<file path="config.mk">
export PLATFORM = sky130hd
export DESIGN_NAME = pfifo_ctrl
export DESIGN_NICKNAME = d
export VERILOG_FILES = /design/src/rtl/pfifo_pkg.sv /design/src/rtl/pfifo_ctrl.sv
export SDC_FILE = /design/constraint.sdc
export NUM_CORES = 1
export LEC_CHECK = 0
export BUFFER_PORTS_ARGS = -buffer_cell sky130_fd_sc_hd__buf_2
export CORE_AREA = 2 2 39 41
export DETAILED_ROUTE_END_ITERATION = 6
export DIE_AREA = 0 0 41 43
export GPL_TIMING_DRIVEN = 0
export SYNTH_ARGS = -nofsm -noshare
export SYNTH_HDL_FRONTEND = slang
export SYNTH_SLANG_ARGS = --single-unit
</file>
<file path="constraint.sdc">
create_clock -name i_clk -period 1.1 [get_ports i_clk]
set_clock_uncertainty 0.05 [all_clocks]
set_input_delay 0 -clock i_clk [delete_from_list [all_inputs] [get_ports i_clk]]
set_output_delay 0 -clock i_clk [all_outputs]
set_load 0.05 [all_outputs]
</file>
<file path="src/rtl/pfifo_pkg.sv">
package pfifo_pkg;

    localparam int PFIFO_SLOTS      = 16;
    localparam int PFIFO_SLOT_BYTES = 64;

    localparam logic CMD_WRITE = 1'b0;
    localparam logic CMD_READ  = 1'b1;

    typedef enum logic [2:0] {
        ST_DATA      = 3'd0,
        ST_EMPTY     = 3'd1,
        ST_OK        = 3'd2,
        ST_REJECT    = 3'd3,
        ST_OVERWRITE = 3'd4,
        ST_TRUNC     = 3'd5
    } t_status;

    typedef struct packed {
        logic       cmd;
        logic [7:0] data_byte;
        logic       in_last;
        logic       force_req;
        logic [6:0] read_limit;
    } t_in_item;

    typedef struct packed {
        logic [7:0] out_byte;
        logic       out_last;
        logic [2:0] status;
        logic [6:0] copied_length;
        logic [6:0] head_length;
        logic [4:0] packet_count;
    } t_out_item;

    typedef enum logic [2:0] {
        S_IDLE,
        S_EXEC,
        S_LOOK,
        S_EMIT,
        S_RADDR,
        S_ROUT
    } t_state;

    // controller -> datapath
    typedef struct packed {
        logic capture;
        logic exec;
        logic load_single;
        logic load_byte;
    } t_dp_cmd;

    // datapath -> controller
    typedef struct packed {
        logic is_stream;
        logic last_byte;
        logic out_free;
    } t_dp_stat;

endpackage

</file>
<file path="src/rtl/pfifo_ctrl.sv">
module pfifo_ctrl (
    input  logic               i_clk,
    input  logic               i_rst_n,
    input  logic               i_in_valid,
    output logic               o_in_stall,
    output pfifo_pkg::t_dp_cmd o_cmd,
    input  pfifo_pkg::t_dp_stat i_stat
);
    import pfifo_pkg::*;

    t_state r_state;
    t_state n_state;

    always_ff @(posedge i_clk) begin
        if (!i_rst_n) begin
            r_state <= S_IDLE;
        end else begin
            r_state <= n_state;
        end
    end

    always_comb begin
        n_state    = r_state;
        o_cmd      = '0;
        o_in_stall = 1'b1;
        case (r_state)
            S_IDLE: begin
                o_in_stall    = 1'b0;
                o_cmd.capture = i_in_valid;
                if (i_in_valid) begin
                    n_state = S_EXEC;
                end
            end
            S_EXEC: begin
                o_cmd.exec = 1'b1;
                n_state    = S_LOOK;
            end
            // waits for the registered length table read at the new head
            S_LOOK: begin
                n_state = i_stat.is_stream ? S_RADDR : S_EMIT;
            end
            S_EMIT: begin
                if (i_stat.out_free) begin
                    o_cmd.load_single = 1'b1;
                    n_state           = S_IDLE;
                end
            end
            S_RADDR: begin
                n_state = S_ROUT;
            end
            S_ROUT: begin
                if (i_stat.out_free) begin
                    o_cmd.load_byte = 1'b1;
                    n_state         = i_stat.last_byte ? S_IDLE : S_RADDR;
                end
            end
            default: begin
                n_state = S_IDLE;
            end
        endcase
    end

endmodule

</file>
After elaboration in Yosys (flattened, before gate mapping)
Cells that the tools add are included.
{ "classes": {"n_eq_ne": 8, "mux": 12, "n_reduce_logical": 2} }
{ "ops": {"columns": ["operator", "count"], "rows": [
  ["case mux 3 bit (6 select lines)", 1],
  ["two-way mux 3 bit", 5],
  ["== test 3 x 2 -> 1 bit, second input constant", 2],
  ["== test 3 bit, second input constant", 2],
  ["two-way mux 1 bit", 6],
  ["inequality test 2 bit, second input constant", 3],
  ["== test 3 x 1 -> 1 bit, second input constant", 1],
  ["logical NOT 3 bit", 1],
  ["AND reduction 3 bit", 1]
]} }
{ "word_totals": {"register_bits": 3, "input_bits": 6, "output_inout_bits": 5, "wordCells": 23} }

Depth between registers and ports, before layout
Gate-level depths: netlist of run 1.
{ "depth": {"depth_word": 3, "ltp_mapped": 3, "mapped_depth_nobuf": 3} }

Least setup slack after synthesis of run 1
Ideal clock, no wire load.
{ "synth_timing": {"path_kind": "reg-to-output", "from": "reg r_state[0]", "to": "out o_cmd[1] (netlist bit)", "arrival_time_ns": 1.659, "required_ns": 1.050, "setup_slack_ns": -0.609, "stages_incl_launch_ff": 3, "n_path_buf": 0, "cell_sequence": "dfxtp_1 -> nand2_1 -> nor3b_1"} }
{ "synth_lines": {"columns": ["element", "line_no", "text"], "rows": [
  ["start: declaration", "pfifo_ctrl.sv:11", "t_state r_state;"],
  ["start signal: assignment", "pfifo_ctrl.sv:18", "r_state <= n_state;"],
  ["end: declaration", "pfifo_ctrl.sv:6", "output pfifo_pkg::t_dp_cmd o_cmd,"]
]} }

==> results.txt, run 1 <==
Status: finished, violations left
Failing checks: setup timing
Vias in the first global route: 269
Most flops, register: r_state
Uppermost layer routed: met3
Grt ovf: 0
R2r worst-path depth: 2
Worst skew pair latency: 0.23 ns
Post-synthesis register bit count: 3
Worst setup SP type: flip-flop
GPL Wtd Cong: 0.572
CP Capture Point: o_cmd[3]
Initial core utilization: 0.135
Max FFs per register: 3
Worst path cell trace: or3_4 > nor2_4 > buf_6
H-tree Lvls: 1
CP max stage cell: or3_4
Slew Viols, Final: 0
Clock power frac: 0.320
Most frequent cells after synthesis: dfxtp_1 (3), nor3b_1 (3)
Synth Instances: 23
Multi-input logic area: 165 µm²
Endpoints failing hold: 0
Max Cap Violations: 0
Pwr Total: 0.595 mW
Top cell type's share of synthesized area: 0.322
Worst Hold Class: input pin to flip-flop
FF-to-FF Start: r_state[0]$_SDFFE_PN0P_
Psw: 0.223 mW
Die Height: 43 µm
CP startpoint: r_state[0]$_SDFFE_PN0P_
# DRC: 0
Crit Path Category: flip-flop to primary output
Synth Cell Area: 186 µm²
DR WL met2: 368 µm
Detail Route Antenna Nets: 0
Crit-path leading delay family: simple AND/OR/NAND/NOR gates
Reg2Reg Capture Point: r_state[0]$_SDFFE_PN0P_
Worst EP arrival: 1.21 ns
P&R area growth vs syn: 121%
Largest net degree at the start of global routing: 10
Async set or reset register ratio after synthesis: 0
First-pass GRT wire length: 1.01 mm
Pwr dens: 1440 nW/µm²
Met3 WL: 38 µm
CTS tree: built
Fmax: 792 MHz
Routed WL per cell: 10.2 µm
Synth cell types: 15
Avg Cell Area, Syn: 8.11 µm²
Clk sinks: 3
CTS clk-pin slew, worst paths: 0.04 ns
DRT Pass-1 Iters: 2
Ant. Diodes: 0
Fillcell total: 153
Internal power: 0.373 mW
Largest regs: r_state: 3 flops
Pre-CTS setup slack: -0.0796 ns
Yosys warns: 0
Final setup fails: 7
Setup slack after layout: -0.162 ns
PortBufs: 10
Final Net Count: 49
CTS Root Buffer Type: clkbuf_4
Final wirelength: 589 µm
Flop pwr share: 0.234
Clock Tree Buf Depth: 2
Max_slew headroom: 0.845
GRT Total Usage: 0.0922
HPWL Detailed: 382 µm
Leakage: 0.161 nW
CP required: 1.05 ns
WP buf/inv: 1
Rows: 14
Final min period: 1.26 ns
Worst-margin pin slew: 0.231 ns
Initial antenna violation count: 0
CTS Buf Count: 3
Cell taking the most area after synthesis: dfxtp_1
Hold Crit Start: i_in_valid
Met1 WL: 182 µm
Maximum VDD drop: 0.424 mV
Util after Layout: 0.298
First DRT Iteration DRCs: 1
RSZ-0062 raised after global routing: true
Combinational Power Share: 0.446
Maximum fanout along the worst path: 3
Share of cells above drive strength 1: 0.667
Die W: 41 µm
Critical Path End Type: primary output
Vias: 249
Ports: 11
Worst path max stage delay: 0.40 ns
Top FF cell, synth: dfxtp_1
Synth area leaders: dfxtp_1 (32%), nor3b_1 (12%), o2111a_1 (6.0%), or3_4 (6.0%), nor4bb_1 (5.4%)
Synthesized netlist net count: 29
Number of synthesized flops with an enable pin: 0
Switch share: 0.374
Core Area: 1380 µm²
Die ar.: 1760 µm²
WP depth: 3
Reg2Reg Setup Slack: -0.03 ns
FF/Latch Area: 68.8 µm²
Sequential element share of the synthesized area: 0.322
Vias/cell: 4.29
Final period util: 1.15
routing by layer:
metal | vias up | GRT usage
li1 | 125 | -
met1 | 118 | 0.0767
met2 | 6 | 0.156
met3 | 0 | 0.0314
met4 | 0 | 0.0800
met5 | - | 0
power by group through the flow:
stage               clock network (mW)  logic, mW  registers (mW)
floorplan                            0      0.148           0.145
finish                           0.190      0.265           0.140
global route                     0.209      0.285           0.141
global placement                     0      0.183           0.150
detailed placement                   0      0.185           0.150
CTS                              0.201      0.251           0.137
logic make-up after synthesis:
| group | after synthesis | synth area share |
|---|---|---|
| simple gates | 12 | 0.409 |
| compound gates | 6 | 0.228 |
| flops | 3 | 0.322 |
| buf+inv | 2 | 0.0403 |
final cells by class:
class                           instances  share of cell area
Clock buffer                            4              0.0636
Multi-Input combinational cell         18               0.400
Inverter                                2              0.0242
Tap cell                               16              0.0485
Sequential cell                         3               0.167
Timing Repair Buffer                   15               0.297
cells in the final DEF (no fill, tap or decap):
| cell type | count |
|---|---|
| buf_2 | 6 |
| buf_6 | 6 |
| clkbuf_4 | 3 |
| nor3b_2 | 2 |
| o21ai_0 | 2 |
| dfxtp_4 | 2 |
| buf_4 | 2 |
| or3_4 | 1 |
| nor2_1 | 1 |
| and2_1 | 1 |
| nand2_2 | 1 |
| inv_4 | 1 |
| nor3_4 | 1 |
| inv_1 | 1 |
| nor2_4 | 1 |
| a311oi_1 | 1 |
| nor4bb_4 | 1 |
| o21a_1 | 1 |
| nor2b_1 | 1 |
| o2111a_1 | 1 |
| nand2_1 | 1 |
| a21oi_1 | 1 |
| nor3b_1 | 1 |
| clkbuf_1 | 1 |
| dlygate4sd3_1 | 1 |
| dfxtp_2 | 1 |
worst min path at each step:
| stage | endpoint | cells after the start |
|---|---|---|
| after detailed placement | r_state[2]$_SDFFE_PN0P_ | 2 |
| after CTS | r_state[0]$_SDFFE_PN0P_ | 2 |
| final | r_state[0]$_SDFFE_PN0P_ | 2 |
| after global placement | r_state[2]$_SDFFE_PN0P_ | 2 |
| after floorplan | r_state[2]$_SDFFE_PN0P_ | 1 |
| after global routing | r_state[0]$_SDFFE_PN0P_ | 2 |
timing repair:
item                                    CTS  global route
hold endpoints to repair                  2             0
hold buffers                              1             0
pin swaps                                 3             2
gates resized for setup                  15             4
endpoints found under the setup margin    6             8
setup buffers                             4             0
through the flow:
stage	instances	hold slack (ns)	TNS (ns)	instance area [µm²]
after CTS	58	0.0164	-0.564	392
final	58	0.0242	-0.507	413
after global placement	49	0.201	-0.110	283
after floorplan	23	0.0677	-0.321	213
after detailed placement	49	0.210	-0.119	283
after global routing	58	0.0375	-0.890	413
No activity file was read; power rests on OpenSTA's default activity.
==> run 2, diff against run 1 <==
Settings changed: SETUP_SLACK_MARGIN set to 0.05.
==> run 2 against run 1 <==
Net effect: cell count is 5.2% higher; critical endpoint unchanged; combinational power is 16% higher; maximum frequency is 0.27% lower; the run still ends with setup timing left; non-clock buffer count is 3 higher; sequential power hardly changed; die area stayed put; utilization is 4.1 points higher; total power is 7.3% higher; via count is 5.2% higher; sequential share of layout area is 1.5 points lower; flip-flop and latch count stayed put; global-route usage is 0.10 points higher; critical path type unchanged.
==> results.txt, run 2 (synthesis gave the netlist of run 1 again) <==
Die Height: 43 µm (unchanged)
Worst path max stage delay: 0.40 ns (about the same)
Pwr dens: 1360 nW/µm² (-5.6%)
Worst EP arrival: 1.22 ns (about the same)
Worst setup SP type: flip-flop
Crit-path leading delay family: simple AND/OR/NAND/NOR gates
Vias/cell: 4.30 (about the same)
Commonest non-fill, non-tap cell in the layout: buf_6
Pwr Total: 0.639 mW (+7.3%)
Fillcell total: 144 (-5.9%)
Worst Hold Class: input pin to flip-flop
Worst path cell trace: or3_4 > nor2_4 > buf_8
Cell count after placement: 49 (unchanged)
Pre-CTS setup slack: -0.0796 ns (unchanged)
Worst skew pair latency: 0.23 ns (about the same)
GPL Wtd Cong: 0.572 (unchanged)
Core Area: 1380 µm² (unchanged)
Cell area after layout: 469 µm² (+14%)
H-tree Lvls: 1 (unchanged)
P&R area growth vs syn: 152%
Final wirelength: 652 µm (+11%)
CTS Root Buffer Type: clkbuf_4
Initial core utilization: 0.135 (unchanged)
FF/Latch Area: 71.3 µm² (+3.6%)
Grt ovf: 0 (unchanged)
Final period util: 1.15 (+0.00312)
Max FFs per register: 3 (unchanged)
Detail Route Antenna Nets: 0 (unchanged)
PortBufs: 10 (unchanged)
Ant. Diodes: 0 (unchanged)
Maximum VDD drop: 0.440 mV (+3.8%)
# DRC: 0 (unchanged)
WHS: 0.0878 ns (+0.0636 ns)
Fmax: 790 MHz (-0.27%)
First-pass GRT wire length: 1.03 mm (+2.1%)
Vias in the first global route: 285 (+5.9%)
Ports: 11 (unchanged)
WP buf/inv: 1 (unchanged)
Area post-placement: 283 µm² (unchanged)
Rows: 14 (unchanged)
Critical Path End Type: primary output
Most frequent cells in the layout: buf_6 (7), buf_2 (6), clkbuf_4 (3), dfxtp_4 (3)
Slew Viols, Final: 0 (unchanged)
Initial antenna violation count: 0 (unchanged)
Multi-input logic area: 175 µm² (+6.1%)
Status: finished, violations left
Worst-margin pin slew: 0.231 ns (+0.000849 ns)
DRT Pass-1 Iters: 2 (unchanged)
Failing checks: setup timing
Largest regs: r_state: 3 flops
Clk sinks: 3 (unchanged)
First DRT Iteration DRCs: 4 (+3)
HPWL Detailed: 382 µm (unchanged)
Crit Path Category: flip-flop to primary output
Most flops, register: r_state
CTS clk-pin slew, worst paths: 0.03 ns (about the same)
Max Cap Violations: 0 (unchanged)
RSZ-0062 raised after global routing: true
Setup slack after layout: -0.165 ns (-0.00343 ns)
Largest net degree at the start of global routing: 10 (unchanged)
CTS Buf Count: 3 (unchanged)
Final min period: 1.27 ns (+0.00343 ns)
Fin cells: 61 (+5.2%)
Share of cells above drive strength 1: 0.711 (+0.0444)
Vias: 262 (+5.2%)
CP max stage cell: or3_4
Leakage: 0.190 nW (+18%)
Die W: 41 µm (unchanged)
CTS tree: built
Routed WL per cell: 10.7 µm (+5.3%)
CP required: 1.05 ns (about the same)
Maximum fanout along the worst path: 3 (unchanged)
Clock Tree Buf Depth: 2 (unchanged)
Endpoints failing hold: 0 (unchanged)
Final setup fails: 6 (-1)
Max_slew headroom: 0.845 (about the same)
Die ar.: 1760 µm² (unchanged)
Final Net Count: 52 (+6.1%)
GRT Total Usage: 0.0932 (+0.00100)
==> run 2: final cells by class <==
cell class	count	area share
flip-flops and latches	3	0.152
well taps	16	0.0427
clock buffers	4	0.0560
repair buffers	18	0.355
multi-input cells	18	0.373
inverters	2	0.0213
==> run 2: layer usage <==
metal | vias up | global-route usage | part of all wire | wire, µm
met4 | 0 | 0.0800 | 0 | 0
met2 | 6 | 0.163 | 0.63 | 410
met3 | 0 | 0.0314 | 0.057 | 37
met1 | 126 | 0.0735 | 0.31 | 204
met5 | - | 0 | 0 | 0
li1 | 130 | - | - | -
==> run 2: tightest hold or removal path: stages <==
cell and delay [ns]:
buf_2 0.08, a311oi_1 0.08, o21a_1 0.17
==> run 2: path summary, 6_finish.rpt <==
| check | slack, ns | to | depth (start not counted) | start |
|---|---|---|---|---|
| worst max-delay path | -0.17 | o_cmd[3] | 3 | r_state[2]$_SDFFE_PN0P_ |
| worst min-delay path | 0.09 | r_state[2]$_SDFFE_PN0P_ | 3 | i_stat[1] |
| worst max register to register | -0.04 | r_state[0]$_SDFFE_PN0P_ | 2 | r_state[2]$_SDFFE_PN0P_ |
| worst min register to register | 0.62 | r_state[0]$_SDFFE_PN0P_ | 2 | r_state[1]$_SDFFE_PN0P_ |
==> run 2: timing repair <==
action	in CTS	in global routing
gates resized for setup	20	8
hold buffers	2	0
hold endpoints to repair	2	0
setup buffers	5	1
pin swaps	4	6
gates cloned	0	0
setup endpoints to repair	7	8
==> run 2: report_power, final <==
| part | switching [mW] | internal [mW] | total [mW] |
|---|---|---|---|
| clock network | 0.0544 | 0.136 | 0.190 |
| registers | 0.0181 | 0.123 | 0.141 |
| logic | 0.163 | 0.144 | 0.307 |
| total | 0.235 | 0.403 | 0.639 |
==> run 2: per-stage QoR <==
stage | setup TNS [ns] | utilization
2_1_floorplan | -0.321 | -
3_3_place_gp | -0.110 | 0.204
3_5_place_dp | -0.119 | 0.204
4_1_cts | -0.492 | 0.311
5_1_grt | -0.763 | 0.339
6_report | -0.433 | 0.339
==> run 3, diff against run 2 <==
Settings changed: ABC_AREA set to 1.
==> run 3 against run 2 <==
Net effect: die area stayed put; the run still ends with setup timing left; utilization is 3.0 points higher; synthesized area is 34% higher.
==> results.txt, run 3 <==
Most frequent cells after synthesis: nand2_1 (13), inv_1 (7), nor2_1 (7)
Ports: 11 (unchanged)
Final Net Count: 68 (+31%)
Met3 WL: 26 µm (-30%)
Failing checks: setup timing
RSZ-0062 raised after global routing: true
Sequential element share of the synthesized area: 0.241 (-0.0809)
Detail Route Antenna Nets: 0 (unchanged)
PortBufs: 10 (unchanged)
WP buf/inv: 2 (+1)
Critical Path End Type: primary output
Post-synthesis register bit count: 3 (unchanged)
Hold depth: 5 (+2)
CP max stage cell: dfxtp_4
Initial antenna violation count: 0 (unchanged)
Maximum fanout along the worst path: 6 (+3)
Worst skew pair latency: 0.23 ns (about the same)
Cell taking the most area after synthesis: dfxtp_1
Die Height: 43 µm (unchanged)
Avg Cell Area, Syn: 5.79 µm² (-29%)
Top cell type's share of synthesized area: 0.241 (-0.0809)
Crit Path Category: flip-flop to primary output
Setup slack after layout: -0.0320 ns (+0.133 ns)
Synthesized netlist net count: 49 (+69%)
Final period util: 1.03 (-0.121)
Most flops, register: r_state
Rows: 14 (unchanged)
Uppermost layer routed: met3
Cell count after placement: 69 (+41%)
Most frequent cells in the layout: nand2_1 (10), inv_1 (6), buf_6 (6)
Final setup fails: 2 (-4)
Yosys warns: 0 (unchanged)
Fin cells: 77 (+26%)
Final min period: 1.13 ns (-0.133 ns)
Final wirelength: 672 µm (+3.1%)
GPL Wtd Cong: 0.692 (+21%)
CP startpoint: r_state[2]$_SDFFE_PN0P_
DRT Pass-1 Iters: 2 (unchanged)
CTS Root Buffer Type: clkbuf_4
Util after Layout: 0.369 (+0.0298)
Vias: 311 (+19%)
H-tree Lvls: 1 (unchanged)
Async set or reset register ratio after synthesis: 0 (unchanged)
Slew Viols, Final: 0 (unchanged)
Endpoints failing hold: 0 (unchanged)
Worst path max stage delay: 0.37 ns (-0.03 ns)
Worst EP arrival: 1.08 ns (-0.14 ns)
First DRT Iteration DRCs: 2 (-2)
# DRC: 0 (unchanged)
Routed WL per cell: 8.73 µm (-18%)
Number of synthesized flops with an enable pin: 0 (unchanged)
DR WL met2: 392 µm (-4.4%)
Synth cell types: 14 (-1)
Synth Cell Area: 249 µm² (+34%)
Hold Crit Start: i_stat[2]
Worst path cell trace: inv_6 > nor2_4 > nand2_4 > nor2_4 > buf_6
Cell with the most instances after synthesis: nand2_1
First-pass GRT wire length: 1.28 mm (+25%)
Core Area: 1380 µm² (unchanged)
Top FF cell, synth: dfxtp_1
HPWL Detailed: 457 µm (+20%)
Share of cells above drive strength 1: 0.574 (-0.137)
Most common cell on crit path: nor2_4
GRT Total Usage: 0.110 (+0.0171)
CTS Buf Count: 3 (unchanged)
Synth Instances: 43 (+87%)
Maximum VDD drop: 0.611 mV (+39%)
FF-to-FF Start: r_state[2]$_SDFFE_PN0P_
R2r worst-path depth: 8 (+6)
Pwr dens: 2150 nW/µm² (+58%)
Largest net degree at the start of global routing: 7 (-3)
CTS clk-pin slew, worst paths: 0.04 ns (about the same)
Worst Hold Class: input pin to flip-flop
Vias in the first global route: 328 (+15%)
Max_slew headroom: 0.803 (-0.0420)
Status: finished, violations left
Clk sinks: 3 (unchanged)
Synth area leaders: dfxtp_1 (24%), nand2_1 (20%), inv_1 (11%), nor2_1 (11%), nand3_2 (8.0%)
Initial core utilization: 0.180 (+0.0452)
Reg2Reg Capture Point: r_state[2]$_SDFFE_PN0P_
Clock Tree Buf Depth: 2 (unchanged)
Commonest non-fill, non-tap cell in the layout: nand2_1
CTS tree: built
Largest regs: r_state: 3 flops
Leakage: 0.272 nW (+43%)
Worst setup SP type: flip-flop
Max FFs per register: 3 (unchanged)
Fillcell total: 158 (+9.7%)
P&R area growth vs syn: 105%
Pwr Total: 1.10 mW (+72%)
Fmax: 883 MHz (+12%)
Die W: 41 µm (unchanged)
Reg2Reg Setup Slack: 0 ns (+0.04 ns)
Grt ovf: 0 (unchanged)
Max Cap Violations: 0 (unchanged)
CP required: 1.05 ns (about the same)
WHS Endpoint: r_state[2]$_SDFFE_PN0P_
Vias/cell: 4.04 (-6.0%)
Die ar.: 1760 µm² (unchanged)
Crit-path leading delay family: flip-flops
Met1 WL: 253 µm (+24%)
Worst-margin pin slew: 0.296 ns (+0.0643 ns)
Ant. Diodes: 0 (unchanged)
-- run 3: changes by cell type after synthesis, sizes merged, moves of 3 or more --
cell   before  now
nor3b       3    0
nand3       0    5
nor2        2    8
nand2       2   14
inv         2    8
-- run 3: tightest hold or removal path: cells and delay by family --
family	cells	cell delay, ns
simple gates	4	0.21
buf+inv	1	0.09
-- run 3: what timing repair did --
item,CTS,global route
setup endpoints to repair,7,8
endpoints found under the hold margin,3,0
pin swaps,7,5
gates resized for setup,25,9
setup buffers,4,0
hold buffers,1,0
-- run 3: power by group --
group	internal [mW]	leakage (nW)	switching, mW	total, mW
clock network	0.136	0.0150	0.0580	0.194
logic	0.275	0.231	0.408	0.682
registers	0.153	0.0267	0.0677	0.221
-- run 3: cell type report --
class / instances / area (µm²) / area share
multi-input combinational: 31 / 225 / 0.441
timing repair buffer: 15 / 133 / 0.260
inverter: 8 / 35.0 / 0.0686
clock buffer: 4 / 26.3 / 0.0515
tap: 16 / 20.0 / 0.0392
sequential: 3 / 71.3 / 0.140
-- run 3: metrics by stage --
stage	cell area, µm²	worst slack (ns)	setup TNS [ns]	hold WS [ns]
CTS	495	-0.0474	-0.204	0.0544
finish	510	-0.0320	-0.0363	0.0479
floorplan	277	-0.0608	-0.0985	0.0476
detailed placement	347	-0.0695	-0.116	0.177
global route	510	-0.0760	-0.320	0.107
global placement	347	-0.0612	-0.0947	0.168
-- run 3: how the worst max path moves through the flow --
stage                              end  slack, ns  cells past startpoint
3_3_place_gp   r_state[2]$_SDFFE_PN0P_      -0.06                      7
5_1_grt                       o_cmd[0]      -0.08                      5
3_5_place_dp   r_state[2]$_SDFFE_PN0P_      -0.07                      7
6_report                      o_cmd[0]      -0.03                      5
4_1_cts                       o_cmd[3]      -0.05                      5
2_1_floorplan                 o_cmd[1]      -0.06                      3
-- run 3: cell families after synthesis --
family,share of synthesized area
AOI/OAI and AO/OA,0.0402
buffers and inverters,0.166
DFF,0.241
and+or+nand+nor,0.553
-- run 3: layer usage --
layer,up-vias,global-route usage
met5,-,0
met4,0,0.100
met3,0,0.0157
met2,6,0.172
met1,138,0.119
li1,167,-
